<file path="src/csm_pkg.sv">
// ----------------------------------------------------------------------------
// csm_pkg
// Shared types, codes and the microcode program of the capture speed meter.
// ----------------------------------------------------------------------------
package csm_pkg;

   localparam int WINDOW_DEPTH_DEF = 10;

   // request action codes
   localparam logic [1:0] ACT_OVF  = 2'd0;
   localparam logic [1:0] ACT_CAP  = 2'd1;
   localparam logic [1:0] ACT_CALC = 2'd2;

   // motor direction codes
   localparam logic [1:0] DIR_FWD = 2'd1;
   localparam logic [1:0] DIR_REV = 2'd2;

   // configuration register indexes
   localparam int CSR_IDX_W = 3;
   localparam logic [CSR_IDX_W-1:0] REG_TIMER_PERIOD  = 3'd0;
   localparam logic [CSR_IDX_W-1:0] REG_OVF_LIMIT     = 3'd1;
   localparam logic [CSR_IDX_W-1:0] REG_TIMEOUT       = 3'd2;
   localparam logic [CSR_IDX_W-1:0] REG_SPEED_SCALE   = 3'd3;
   localparam logic [CSR_IDX_W-1:0] REG_PERIOD_LOW    = 3'd4;
   localparam logic [CSR_IDX_W-1:0] REG_PERIOD_HIGH   = 3'd5;

   // configuration reset values
   localparam logic [15:0] TIMER_PERIOD_RST = 16'hFFFF;
   localparam logic [15:0] OVF_LIMIT_RST    = 16'd100;
   localparam logic [31:0] TIMEOUT_RST      = 32'hFFFF_FFFF;
   localparam logic [31:0] SPEED_SCALE_RST  = 32'd1000000;
   localparam logic [31:0] PERIOD_LOW_RST   = 32'd0;
   localparam logic [31:0] PERIOD_HIGH_RST  = 32'hFFFF_FFFF;

   localparam logic [31:0] SPEED_MAX = 32'h7FFF_FFFF;

   // datapath operations
   typedef enum logic [2:0] {
      OP_NOP,
      OP_DIV_SPEED,
      OP_SPEED,
      OP_DIV_MEAN,
      OP_EMIT,
      OP_OVF,
      OP_CAP
   } op_type;

   // jump conditions
   typedef enum logic [2:0] {
      C_NEXT,
      C_ALWAYS,
      C_NO_REQ,
      C_IS_OVF,
      C_IS_CAP,
      C_NOT_CALC,
      C_DIV_BUSY,
      C_RSP_FULL
   } cond_type;

   localparam int STEP_W = 4;

   localparam logic [STEP_W-1:0] STEP_WAIT      = 4'd0;
   localparam logic [STEP_W-1:0] STEP_DISP_OVF  = 4'd1;
   localparam logic [STEP_W-1:0] STEP_DISP_CAP  = 4'd2;
   localparam logic [STEP_W-1:0] STEP_DISP_CALC = 4'd3;
   localparam logic [STEP_W-1:0] STEP_DIV_SPEED = 4'd4;
   localparam logic [STEP_W-1:0] STEP_WAIT_SPD  = 4'd5;
   localparam logic [STEP_W-1:0] STEP_SPEED     = 4'd6;
   localparam logic [STEP_W-1:0] STEP_DIV_MEAN  = 4'd7;
   localparam logic [STEP_W-1:0] STEP_WAIT_MEAN = 4'd8;
   localparam logic [STEP_W-1:0] STEP_HOLD      = 4'd9;
   localparam logic [STEP_W-1:0] STEP_EMIT      = 4'd10;
   localparam logic [STEP_W-1:0] STEP_OVF       = 4'd11;
   localparam logic [STEP_W-1:0] STEP_CAP       = 4'd12;

   typedef struct packed {
      op_type              op;
      cond_type            cond;
      logic [STEP_W-1:0]   target;
   } uword_type;

   // sequencer to datapath
   typedef struct packed {
      op_type op;
      logic   accept;
   } ctl_type;

   // datapath to sequencer
   typedef struct packed {
      logic [1:0] action;
      logic       div_busy;
      logic       rsp_full;
   } sts_type;

   // control store
   function automatic uword_type ucode_rom(input logic [STEP_W-1:0] addr);
      uword_type w;
      case (addr)
         STEP_WAIT:      w = '{OP_NOP,       C_NO_REQ,   STEP_WAIT};
         STEP_DISP_OVF:  w = '{OP_NOP,       C_IS_OVF,   STEP_OVF};
         STEP_DISP_CAP:  w = '{OP_NOP,       C_IS_CAP,   STEP_CAP};
         STEP_DISP_CALC: w = '{OP_NOP,       C_NOT_CALC, STEP_WAIT};
         STEP_DIV_SPEED: w = '{OP_DIV_SPEED, C_NEXT,     STEP_WAIT};
         STEP_WAIT_SPD:  w = '{OP_NOP,       C_DIV_BUSY, STEP_WAIT_SPD};
         STEP_SPEED:     w = '{OP_SPEED,     C_NEXT,     STEP_WAIT};
         STEP_DIV_MEAN:  w = '{OP_DIV_MEAN,  C_NEXT,     STEP_WAIT};
         STEP_WAIT_MEAN: w = '{OP_NOP,       C_DIV_BUSY, STEP_WAIT_MEAN};
         STEP_HOLD:      w = '{OP_NOP,       C_RSP_FULL, STEP_HOLD};
         STEP_EMIT:      w = '{OP_EMIT,      C_ALWAYS,   STEP_WAIT};
         STEP_OVF:       w = '{OP_OVF,       C_ALWAYS,   STEP_WAIT};
         STEP_CAP:       w = '{OP_CAP,       C_ALWAYS,   STEP_WAIT};
         default:        w = '{OP_NOP,       C_ALWAYS,   STEP_WAIT};
      endcase
      return w;
   endfunction

endpackage

</file>
<file path="src/csm_div.sv">
// ----------------------------------------------------------------------------
// csm_div
// Unsigned restoring divider, two quotient bits per cycle.
// ----------------------------------------------------------------------------
module csm_div #(
   parameter int DIVIDEND_W = 36
) (
   input  logic                  clock,
   input  logic                  reset,
   input  logic                  start,
   input  logic [DIVIDEND_W-1:0] dividend,
   input  logic [31:0]           divisor,
   output logic                  busy,
   output logic [DIVIDEND_W-1:0] quotient
);

   localparam int STEPS = (DIVIDEND_W + 1) / 2;
   localparam int Q_W   = 2 * STEPS;
   localparam int CNT_W = $clog2(STEPS + 1);

   logic [Q_W-1:0]   quo_ff, quo_in;
   logic [31:0]      rem_ff, rem_in;
   logic [31:0]      divisor_ff;
   logic [CNT_W-1:0] cnt_ff;
   logic             busy_ff;

   // two dependent shift-subtract steps
   always_comb begin
      logic [32:0] trial;
      quo_in = quo_ff;
      rem_in = rem_ff;
      for (int k = 0; k < 2; k++) begin
         trial  = {rem_in, quo_in[Q_W-1]};
         quo_in = {quo_in[Q_W-2:0], 1'b0};
         if (trial >= {1'b0, divisor_ff}) begin
            trial     = trial - {1'b0, divisor_ff};
            quo_in[0] = 1'b1;
         end
         rem_in = trial[31:0];
      end
   end

   always_ff @(posedge clock) begin
      if (reset) begin
         busy_ff <= 1'b0;
         cnt_ff  <= '0;
      end else if (start) begin
         busy_ff    <= 1'b1;
         cnt_ff     <= CNT_W'(STEPS);
         quo_ff     <= Q_W'(dividend);
         rem_ff     <= '0;
         divisor_ff <= divisor;
      end else if (busy_ff) begin
         quo_ff <= quo_in;
         rem_ff <= rem_in;
         cnt_ff <= cnt_ff - 1'b1;
         if (cnt_ff == CNT_W'(1)) begin
            busy_ff <= 1'b0;
         end
      end
   end

   assign busy     = busy_ff;
   assign quotient = quo_ff[DIVIDEND_W-1:0];

   a_start_sets_busy : assert property (@(posedge clock) disable iff (reset)
      start |=> busy_ff)
      else $error("divider did not go busy after start");

   a_last_step_ends : assert property (@(posedge clock) disable iff (reset)
      (busy_ff && !start && cnt_ff == CNT_W'(1)) |=> !busy_ff)
      else $error("divider ran past its last step");

endmodule

</file>
<file path="src/csm_dp.sv">
// ----------------------------------------------------------------------------
// csm_dp
// Datapath: configuration, capture state, speed window, divider, result.
// ----------------------------------------------------------------------------
module csm_dp #(
   parameter int WINDOW_DEPTH = csm_pkg::WINDOW_DEPTH_DEF
) (
   input  logic                               clock,
   input  logic                               reset,
   input  csm_pkg::ctl_type                   ctl,
   output csm_pkg::sts_type                   sts,
   input  logic [1:0]                         req_action,
   input  logic                               req_has_capture,
   input  logic [15:0]                        req_capture_value,
   input  logic [1:0]                         req_motor_direction,
   input  logic [31:0]                        req_position,
   input  logic                               csr_write,
   input  logic [csm_pkg::CSR_IDX_W-1:0]      csr_index,
   input  logic [31:0]                        csr_wdata,
   output logic                               rsp_valid,
   input  logic                               rsp_stall,
   output logic signed [31:0]                 rsp_speed_avg
);

   localparam int SUM_W = 32 + $clog2(WINDOW_DEPTH);

   // configuration
   logic [15:0] timer_period_ff;
   logic [15:0] ovf_limit_ff;
   logic [31:0] timeout_ff;
   logic [31:0] speed_scale_ff;
   logic [31:0] period_low_ff;
   logic [31:0] period_high_ff;

   // latched request
   logic [1:0]  action_ff;
   logic        has_capture_ff;
   logic [15:0] capture_value_ff;
   logic [1:0]  direction_ff;
   logic [31:0] position_ff;

   // measurement state
   logic [15:0]        last_capture_ff;
   logic [15:0]        ovf_count_ff;
   logic [31:0]        period_ff;
   logic [31:0]        prev_position_ff;
   logic               in_range_ff;
   logic signed [31:0] window_ff [WINDOW_DEPTH];
   logic signed [SUM_W-1:0] sum_ff;

   logic               rsp_valid_ff;
   logic signed [31:0] rsp_speed_avg_ff;

   // divider
   logic             div_start;
   logic [SUM_W-1:0] div_dividend;
   logic [31:0]      div_divisor;
   logic             div_busy;
   logic [SUM_W-1:0] div_quo;

   logic [15:0]        capture_new;
   logic [31:0]        ovf_product;
   logic [31:0]        period_cap;
   logic [31:0]        speed_mag;
   logic               negate;
   logic signed [31:0] speed;
   logic [SUM_W-1:0]   sum_abs;
   logic [31:0]        mean_mag;

   assign div_start    = (ctl.op == csm_pkg::OP_DIV_SPEED) || (ctl.op == csm_pkg::OP_DIV_MEAN);
   assign sum_abs      = sum_ff[SUM_W-1] ? SUM_W'(-sum_ff) : SUM_W'(sum_ff);
   assign div_dividend = (ctl.op == csm_pkg::OP_DIV_MEAN) ? sum_abs : SUM_W'(speed_scale_ff);
   assign div_divisor  = (ctl.op == csm_pkg::OP_DIV_MEAN) ? 32'(WINDOW_DEPTH) : period_ff;

   csm_div #(
      .DIVIDEND_W (SUM_W)
   ) u_div (
      .clock    (clock),
      .reset    (reset),
      .start    (div_start),
      .dividend (div_dividend),
      .divisor  (div_divisor),
      .busy     (div_busy),
      .quotient (div_quo)
   );

   // capture period: new + timer_period * overflows - old, mod 2^32
   assign capture_new = has_capture_ff ? capture_value_ff : last_capture_ff;
   assign ovf_product = 32'(timer_period_ff) * 32'(ovf_count_ff);
   assign period_cap  = 32'(capture_new) + ovf_product - 32'(last_capture_ff);

   // speed from quotient: zero when the period is out of range, else saturate, then apply direction sign
   always_comb begin
      if (!in_range_ff) begin
         speed_mag = '0;
      end else if (|div_quo[SUM_W-1:31]) begin
         speed_mag = csm_pkg::SPEED_MAX;
      end else begin
         speed_mag = div_quo[31:0];
      end
   end

   assign negate = ((direction_ff == csm_pkg::DIR_FWD) && (position_ff > prev_position_ff)) ||
                   ((direction_ff == csm_pkg::DIR_REV) && (position_ff < prev_position_ff));
   assign speed    = negate ? -$signed(speed_mag) : $signed(speed_mag);
   assign mean_mag = sum_ff[SUM_W-1] ? -div_quo[31:0] : div_quo[31:0];

   always_ff @(posedge clock) begin
      if (reset) begin
         timer_period_ff  <= csm_pkg::TIMER_PERIOD_RST;
         ovf_limit_ff     <= csm_pkg::OVF_LIMIT_RST;
         timeout_ff       <= csm_pkg::TIMEOUT_RST;
         speed_scale_ff   <= csm_pkg::SPEED_SCALE_RST;
         period_low_ff    <= csm_pkg::PERIOD_LOW_RST;
         period_high_ff   <= csm_pkg::PERIOD_HIGH_RST;
         last_capture_ff  <= '0;
         ovf_count_ff     <= '0;
         period_ff        <= '0;
         prev_position_ff <= '0;
         sum_ff           <= '0;
         in_range_ff      <= 1'b0;
         rsp_valid_ff     <= 1'b0;
         for (int i = 0; i < WINDOW_DEPTH; i++) begin
            window_ff[i] <= '0;
         end
      end else begin
         if (csr_write) begin
            case (csr_index)
               csm_pkg::REG_TIMER_PERIOD: timer_period_ff <= csr_wdata[15:0];
               csm_pkg::REG_OVF_LIMIT:    ovf_limit_ff    <= csr_wdata[15:0];
               csm_pkg::REG_TIMEOUT:      timeout_ff      <= csr_wdata;
               csm_pkg::REG_SPEED_SCALE:  speed_scale_ff  <= csr_wdata;
               csm_pkg::REG_PERIOD_LOW:   period_low_ff   <= csr_wdata;
               csm_pkg::REG_PERIOD_HIGH:  period_high_ff  <= csr_wdata;
               default: ;
            endcase
         end

         if (rsp_valid_ff && !rsp_stall) begin
            rsp_valid_ff <= 1'b0;
         end

         case (ctl.op)
            csm_pkg::OP_OVF: begin
               if (ovf_count_ff < ovf_limit_ff) begin
                  ovf_count_ff <= ovf_count_ff + 16'd1;
               end else begin
                  ovf_count_ff <= ovf_limit_ff;
                  period_ff    <= timeout_ff;
               end
            end
            csm_pkg::OP_CAP: begin
               last_capture_ff <= capture_new;
               period_ff       <= period_cap;
               ovf_count_ff    <= '0;
            end
            csm_pkg::OP_DIV_SPEED: begin
               in_range_ff <= (period_ff > period_low_ff) && (period_ff < period_high_ff);
            end
            csm_pkg::OP_SPEED: begin
               prev_position_ff <= position_ff;
               for (int i = 0; i < WINDOW_DEPTH - 1; i++) begin
                  window_ff[i] <= window_ff[i+1];
               end
               window_ff[WINDOW_DEPTH-1] <= speed;
               sum_ff <= sum_ff + SUM_W'(speed) - SUM_W'(window_ff[0]);
            end
            csm_pkg::OP_EMIT: begin
               rsp_valid_ff <= 1'b1;
            end
            default: ;
         endcase
      end
   end

   // request fields and result payload carry no reset
   always_ff @(posedge clock) begin
      if (ctl.accept) begin
         action_ff        <= req_action;
         has_capture_ff   <= req_has_capture;
         capture_value_ff <= req_capture_value;
         direction_ff     <= req_motor_direction;
         position_ff      <= req_position;
      end
      if (ctl.op == csm_pkg::OP_EMIT) begin
         rsp_speed_avg_ff <= $signed(mean_mag);
      end
   end

   assign sts.action   = action_ff;
   assign sts.div_busy = div_busy;
   assign sts.rsp_full = rsp_valid_ff;

   assign rsp_valid     = rsp_valid_ff;
   assign rsp_speed_avg = rsp_speed_avg_ff;

   a_emit_into_free_slot : assert property (@(posedge clock) disable iff (reset)
      (ctl.op == csm_pkg::OP_EMIT) |-> !rsp_valid_ff)
      else $error("result written over a pending response");

   a_valid_from_emit : assert property (@(posedge clock) disable iff (reset)
      $rose(rsp_valid_ff) |-> $past(ctl.op == csm_pkg::OP_EMIT))
      else $error("response valid raised without an emit step");

   a_div_start_idle : assert property (@(posedge clock) disable iff (reset)
      div_start |-> !div_busy)
      else $error("divider started while busy");

endmodule

</file>
<file path="src/csm_seq.sv">
// ----------------------------------------------------------------------------
// csm_seq
// Microcode sequencer: step counter, control store lookup, conditional jumps.
// ----------------------------------------------------------------------------
module csm_seq (
   input  logic             clock,
   input  logic             reset,
   input  logic             req_valid,
   output logic             req_stall,
   input  csm_pkg::sts_type sts,
   output csm_pkg::ctl_type ctl
);

   logic [csm_pkg::STEP_W-1:0] step_ff, step_in;
   csm_pkg::uword_type         uword;
   logic                       take;

   assign uword = csm_pkg::ucode_rom(step_ff);

   always_comb begin
      case (uword.cond)
         csm_pkg::C_NEXT:     take = 1'b0;
         csm_pkg::C_ALWAYS:   take = 1'b1;
         csm_pkg::C_NO_REQ:   take = !req_valid;
         csm_pkg::C_IS_OVF:   take = (sts.action == csm_pkg::ACT_OVF);
         csm_pkg::C_IS_CAP:   take = (sts.action == csm_pkg::ACT_CAP);
         csm_pkg::C_NOT_CALC: take = (sts.action != csm_pkg::ACT_CALC);
         csm_pkg::C_DIV_BUSY: take = sts.div_busy;
         csm_pkg::C_RSP_FULL: take = sts.rsp_full;
         default:             take = 1'b0;
      endcase
      step_in = take ? uword.target : step_ff + 1'b1;
   end

   always_ff @(posedge clock) begin
      if (reset) begin
         step_ff <= csm_pkg::STEP_WAIT;
      end else begin
         step_ff <= step_in;
      end
   end

   assign req_stall  = (step_ff != csm_pkg::STEP_WAIT);
   assign ctl.op     = uword.op;
   assign ctl.accept = req_valid && !req_stall;

   a_accept_dispatches : assert property (@(posedge clock) disable iff (reset)
      ctl.accept |=> (step_ff == csm_pkg::STEP_DISP_OVF))
      else $error("accepted request did not reach dispatch");

endmodule

</file>
<file path="src/capture_speed_meter_signed_avg_core.sv">
// ----------------------------------------------------------------------------
// capture_speed_meter_signed_avg_core
// Input-capture speed meter with a signed moving average of the speed.
// ----------------------------------------------------------------------------
//  channel | direction | handshake          | payload
//  req     | in        | req_valid/req_stall| action, has_capture, capture_value,
//          |           |                    | motor_direction, position
//  rsp     | out       | rsp_valid/rsp_stall| speed_avg (signed, one per calculate)
//  csr     | in        | csr_write          | csr_index, csr_wdata (no read-back)
//
//  Overflow requests pass a dispatch step and the overflow step before the next
//  accept, capture requests two dispatch steps and the capture step, unused ones
//  three dispatch steps. A calculate runs the shared two-bit-per-cycle divider
//  twice, once for scale / period and once for the window mean.
//  A waiting result blocks no request; a calculate holds before emit until rsp is taken.
//  Reset is synchronous and active high and loads the register defaults.
// ----------------------------------------------------------------------------
module capture_speed_meter_signed_avg_core #(
   parameter int WINDOW_DEPTH = csm_pkg::WINDOW_DEPTH_DEF
) (
   input  logic                           clock,
   input  logic                           reset,
   // request channel
   input  logic                           req_valid,
   output logic                           req_stall,
   input  logic [1:0]                     req_action,
   input  logic                           req_has_capture,
   input  logic [15:0]                    req_capture_value,
   input  logic [1:0]                     req_motor_direction,
   input  logic [31:0]                    req_position,
   // response channel
   output logic                           rsp_valid,
   input  logic                           rsp_stall,
   output logic signed [31:0]             rsp_speed_avg,
   // register write port
   input  logic                           csr_write,
   input  logic [csm_pkg::CSR_IDX_W-1:0]  csr_index,
   input  logic [31:0]                    csr_wdata
);

   // control word out of the sequencer, status back from the datapath
   csm_pkg::ctl_type ctl;
   csm_pkg::sts_type sts;

   // step through the microcode program; ready only at the wait step
   csm_seq u_seq (
      .clock     (clock),
      .reset     (reset),
      .req_valid (req_valid),
      .req_stall (req_stall),
      .sts       (sts),
      .ctl       (ctl)
   );

   // hold configuration, measurement state, window and the result register
   csm_dp #(
      .WINDOW_DEPTH (WINDOW_DEPTH)
   ) u_dp (
      .clock               (clock),
      .reset               (reset),
      .ctl                 (ctl),
      .sts                 (sts),
      .req_action          (req_action),
      .req_has_capture     (req_has_capture),
      .req_capture_value   (req_capture_value),
      .req_motor_direction (req_motor_direction),
      .req_position        (req_position),
      .csr_write           (csr_write),
      .csr_index           (csr_index),
      .csr_wdata           (csr_wdata),
      .rsp_valid           (rsp_valid),
      .rsp_stall           (rsp_stall),
      .rsp_speed_avg       (rsp_speed_avg)
   );

endmodule
</file>
<file path="config.mk">
export PLATFORM = sky130hd
export DESIGN_NAME = capture_speed_meter_signed_avg_core
export DESIGN_NICKNAME = d
export VERILOG_FILES = /design/src/csm_pkg.sv /design/src/csm_div.sv /design/src/csm_dp.sv /design/src/csm_seq.sv /design/src/capture_speed_meter_signed_avg_core.sv
export SDC_FILE = /design/constraint.sdc
export NUM_CORES = 2
export LEC_CHECK = 0
export BUFFER_PORTS_ARGS = -buffer_cell sky130_fd_sc_hd__clkbuf_2
export CAP_MARGIN = 20
export CORE_MARGIN = 5
export CORE_UTILIZATION = 50
export CTS_CLUSTER_SIZE = 10
export DETAILED_ROUTE_END_ITERATION = 7
export PLACE_DENSITY_LB_ADDON = 0.25
export SYNTH_ARGS = -nofsm -noshare
export SYNTH_HDL_FRONTEND = slang
export SYNTH_SLANG_ARGS = --single-unit
</file>
<file path="constraint.sdc">
create_clock -name clock -period 9.3 [get_ports clock]
set_input_delay 1.86 -clock clock [delete_from_list [all_inputs] [get_ports clock]]
set_output_delay 1.86 -clock clock [all_outputs]
set_load 0.005 [all_outputs]
</file>
==> results.yml <==
clock_tree:
  cts-root-buf: "clkbuf_16"
  cts_resized: 0
  cts_max_level: 3
  cts_tree: "done"
  cts_setup_buffers: 0
  clkLatencyLatePin_ns: 0.71
  postCtsHoldBufs: 0
  cts_buffers: 99
  cts_sinks: 819
  cts_buffer_depth: 3
  clk_pin_slew_worst_paths_ns: 0.06
pwr:
  power_leakage_nw: 23.6
  p_per_area_nw_per_um2: 212
  ir_drop_mv: 0.192
worst_setup_path:
  end_kind: "register"
  slowest_stage: "or4_1"
  r2r_cells: 20
  required_ns: 9.93
  reg2reg_to: "u_dp.sum_ff[35]"
  worstSetupPathType: "reg -> reg"
  arrival_ns: 7.75
  path_buf_inv: 0
  reg2reg_from: "u_dp.u_div.quotient[35]"
  crit_path_max_fanout: 56
  critPathLaunchType: "register"
  critPathTopFamily: "simple AND/OR/NAND/NOR gates"
  rrSetupSlack_ns: 2.18
  cp_slowest_stage_delay_ns: 0.60
  critical_path.cell_chain: "or4_1, nand2b_4, o21ai_0, ha_1, nand3_1, or4_1, o32ai_1, mux2_2, or2_2, fa_1, ha_1, a21oi_1, o21ai_0, nor2_1, a32o_1, o31ai_1, a41oi_1, mux2i_1, or3_1, a21oi_1"
global_routing:
  grt-ovfl-total: 0
  grt_max_degree: 304
  grt_pass1_wl_um: 221000
  grt_pass1_vias: 38300
  antenna_found_initial: 7
  grt_use_total_pct: 25.0
min_path:
  hold_path_end: "u_dp.period_low_ff[15]"
  min_path_type: "reg -> reg"
  worstHoldStart: "u_dp.period_low_ff[15]"
  hold_depth: 2
cells_and_area:
  num-nets-final: 6070
  area_growth_pct: 9.33
  post-route-util_pct: 55.1
  stdcell_area_um2: 57200
  stdcell_count: 6831
  final_common_cell: "nand2_1"
  drive_above_1_share_pct: 7.17
  mostFrequentLayoutCells: "700 x nand2_1, 544 x inv_1, 505 x edfxtp_1, 433 x and2_1, 346 x ha_1"
sta:
  slew_headroom_pct: 21.7
  fin_crit_ns: 7.12
  min_period_over_period_pct: 76.6
  tightest_slew_ns: 1.17
  drv_slew: 0
  hold_viol: 0
  rsz0062_at_grt: "no"
  fin_skew_ns: 0.0715
  setup_viol: 0
  tns_ns: 0
  postLayoutSetupSlackWorst_ns: 2.18
  max_freq_mhz: 140
flow_run:
  cap_violations: 0
floorplanning:
  rows: 118
  die_x_um: 334
  die_area_um2: 111000
  io_pins: 127
  die_h_um: 334
  start_util_pct: 50.4
  core_um2: 104000
routing:
  ant_nets: 0
  drtPass1Iterations: 5
  num_vias: 39200
  drc: 0
  routedWlPerCell_um: 20.7
  routed_via_density: 5.74
  routed_wl_um: 142000
  drtIter0Drc: 3425
place:
  dp_hpwl_um: 100000
  placed_cell_area_um2: 54000
  gp_routability_congestion: 0.964
  place.port_buffers: 126
  dp_cells: 6648
  dp_slack_ns: 2.29
synthesis:
  ys_seq_area_share_pct: 41.0
  syn_inst: 5372
  synthFlopType: "edfxtp_1"
  synth-edff-count: 505
  async_flop_share_pct: 0
  synth_nets: 6073
  synthDistinctLibCells: 92
  avgSynthCellArea_um2: 9.74
  ys_seq_elements: 819
  yosysWarnings: 0
  synth_area_um2: 52300
run_status:
  status: "finished, final reports clean"
-- flip-flops by register name (all words and copies together) (netlist names), 2 cells and up --
name                   cells
u_dp.window_ff           320
u_dp.sum_ff               36
u_dp.u_div.quotient       36
u_dp.period_ff            32
u_dp.period_high_ff       32
u_dp.period_low_ff        32
u_dp.position_ff          32
u_dp.prev_position_ff     32
u_dp.rsp_speed_avg        32
u_dp.speed_scale_ff       32
u_dp.timeout_ff           32
u_dp.u_div.divisor_ff     32
u_dp.u_div.rem_ff         32
u_dp.capture_value_ff     16
u_dp.last_capture_ff      16
u_dp.ovf_count_ff         16
u_dp.ovf_limit_ff         16
u_dp.timer_period_ff      16
u_seq.uword               10
u_dp.u_div.cnt_ff          5
u_seq.step_ff              4
u_dp.action_ff             2
u_dp.direction_ff          2
-- cells by family (layout without fill, tap and decap cells) --
group	after synthesis	in the layout	share of synthesized area [%]
muxes	61	61	1.24
DFF	819	819	41.0
xor gates and xnor gates	171	171	2.86
other	0	1	0
AOI/OAI and AO/OA	1077	1077	13.2
buffers and inverters	826	904	6.13
adders and majority gates	608	608	18.3
and+or+nand+nor	1810	1810	17.3
-- final cells by class --
type	instances	area, um2
clock inverter	18	277
clock buffer	164	2910
sequential	819	21500
inverter	546	2060
tap	1380	1730
fill	9146	46600
antenna	1	2.50
multi-input combinational	3727	27700
timing repair buffer	176	1040
-- report_power, final --
part / switching, mW / total [mW] / internal, mW
sequential: 0.227 / 4.55 / 4.32
clock: 1.56 / 3.78 / 2.22
combinational: 2.40 / 3.81 / 1.41
-- through the flow --
| step | total power [mW] | hold WS (ns) |
|---|---|---|
| after global placement | 8.31 | 0.442 |
| after CTS | 12.2 | 0.454 |
| after global routing | 12.8 | 0.463 |
| final | 12.1 | 0.453 |
| after detailed placement | 8.35 | 0.444 |
| after floorplan | 7.32 | 0.433 |
-- worst max-delay path by stage --
stage	endpoint	from	slack, ns	cells after the start
2_1_floorplan	u_dp.window_ff[0][0]	reset	0.09	4
3_3_place_gp	u_dp.sum_ff[35]	u_dp.u_div.quotient[35]	2.29	20
3_5_place_dp	u_dp.sum_ff[35]	u_dp.u_div.quotient[35]	2.29	20
4_1_cts	u_dp.period_ff[28]	u_dp.timer_period_ff[9]	2.27	20
5_1_grt	u_dp.sum_ff[35]	u_dp.position_ff[17]	1.76	21
6_report	u_dp.sum_ff[35]	u_dp.u_div.quotient[35]	2.18	20
-- metal layers --
layer  wire [um]  GRT usage, %  up-vias  part of all wire, %
li1            -             -    18400                    -
met1       63400          35.4    19200                   45
met2       62700          38.6     1341                   44
met3       10200          4.70      308                  7.2
met4        5270          8.80        0                  3.7
met5           0             0        -                    0
-- Yosys cell counts (all sizes together), types with 23 or more instances --
master,count,area (um2)
a21oi,342,1710
or3,29,191
dfxtp,314,6290
nand2b,33,214
o21ai,239,1210
o21a,32,240
and2,434,2720
nor2,196,736
o31ai,32,240
buf,47,243
mux2,29,327
a21o,88,662
nand3b,48,360
nand4,43,269
o21bai,23,173
xnor2,104,911
xor2,67,587
fa,262,5250
ha,346,4330
nand2,701,2630
clkbuf,232,885
a31oi,31,194
nor3,73,370
mux2i,32,320
inv,546,2050
o211ai,29,218
nor2b,70,438
nand3,92,460
a211o,61,534
a211oi,58,435
edfxtp,505,15200
and3,23,144
-- tightest hold or removal path, stage by stage (launching register included) --
cell     delay [ns]
dfxtp_1        0.30
nand2_1        0.05
a21oi_1        0.05
Power figures use the tool's default switching activity.
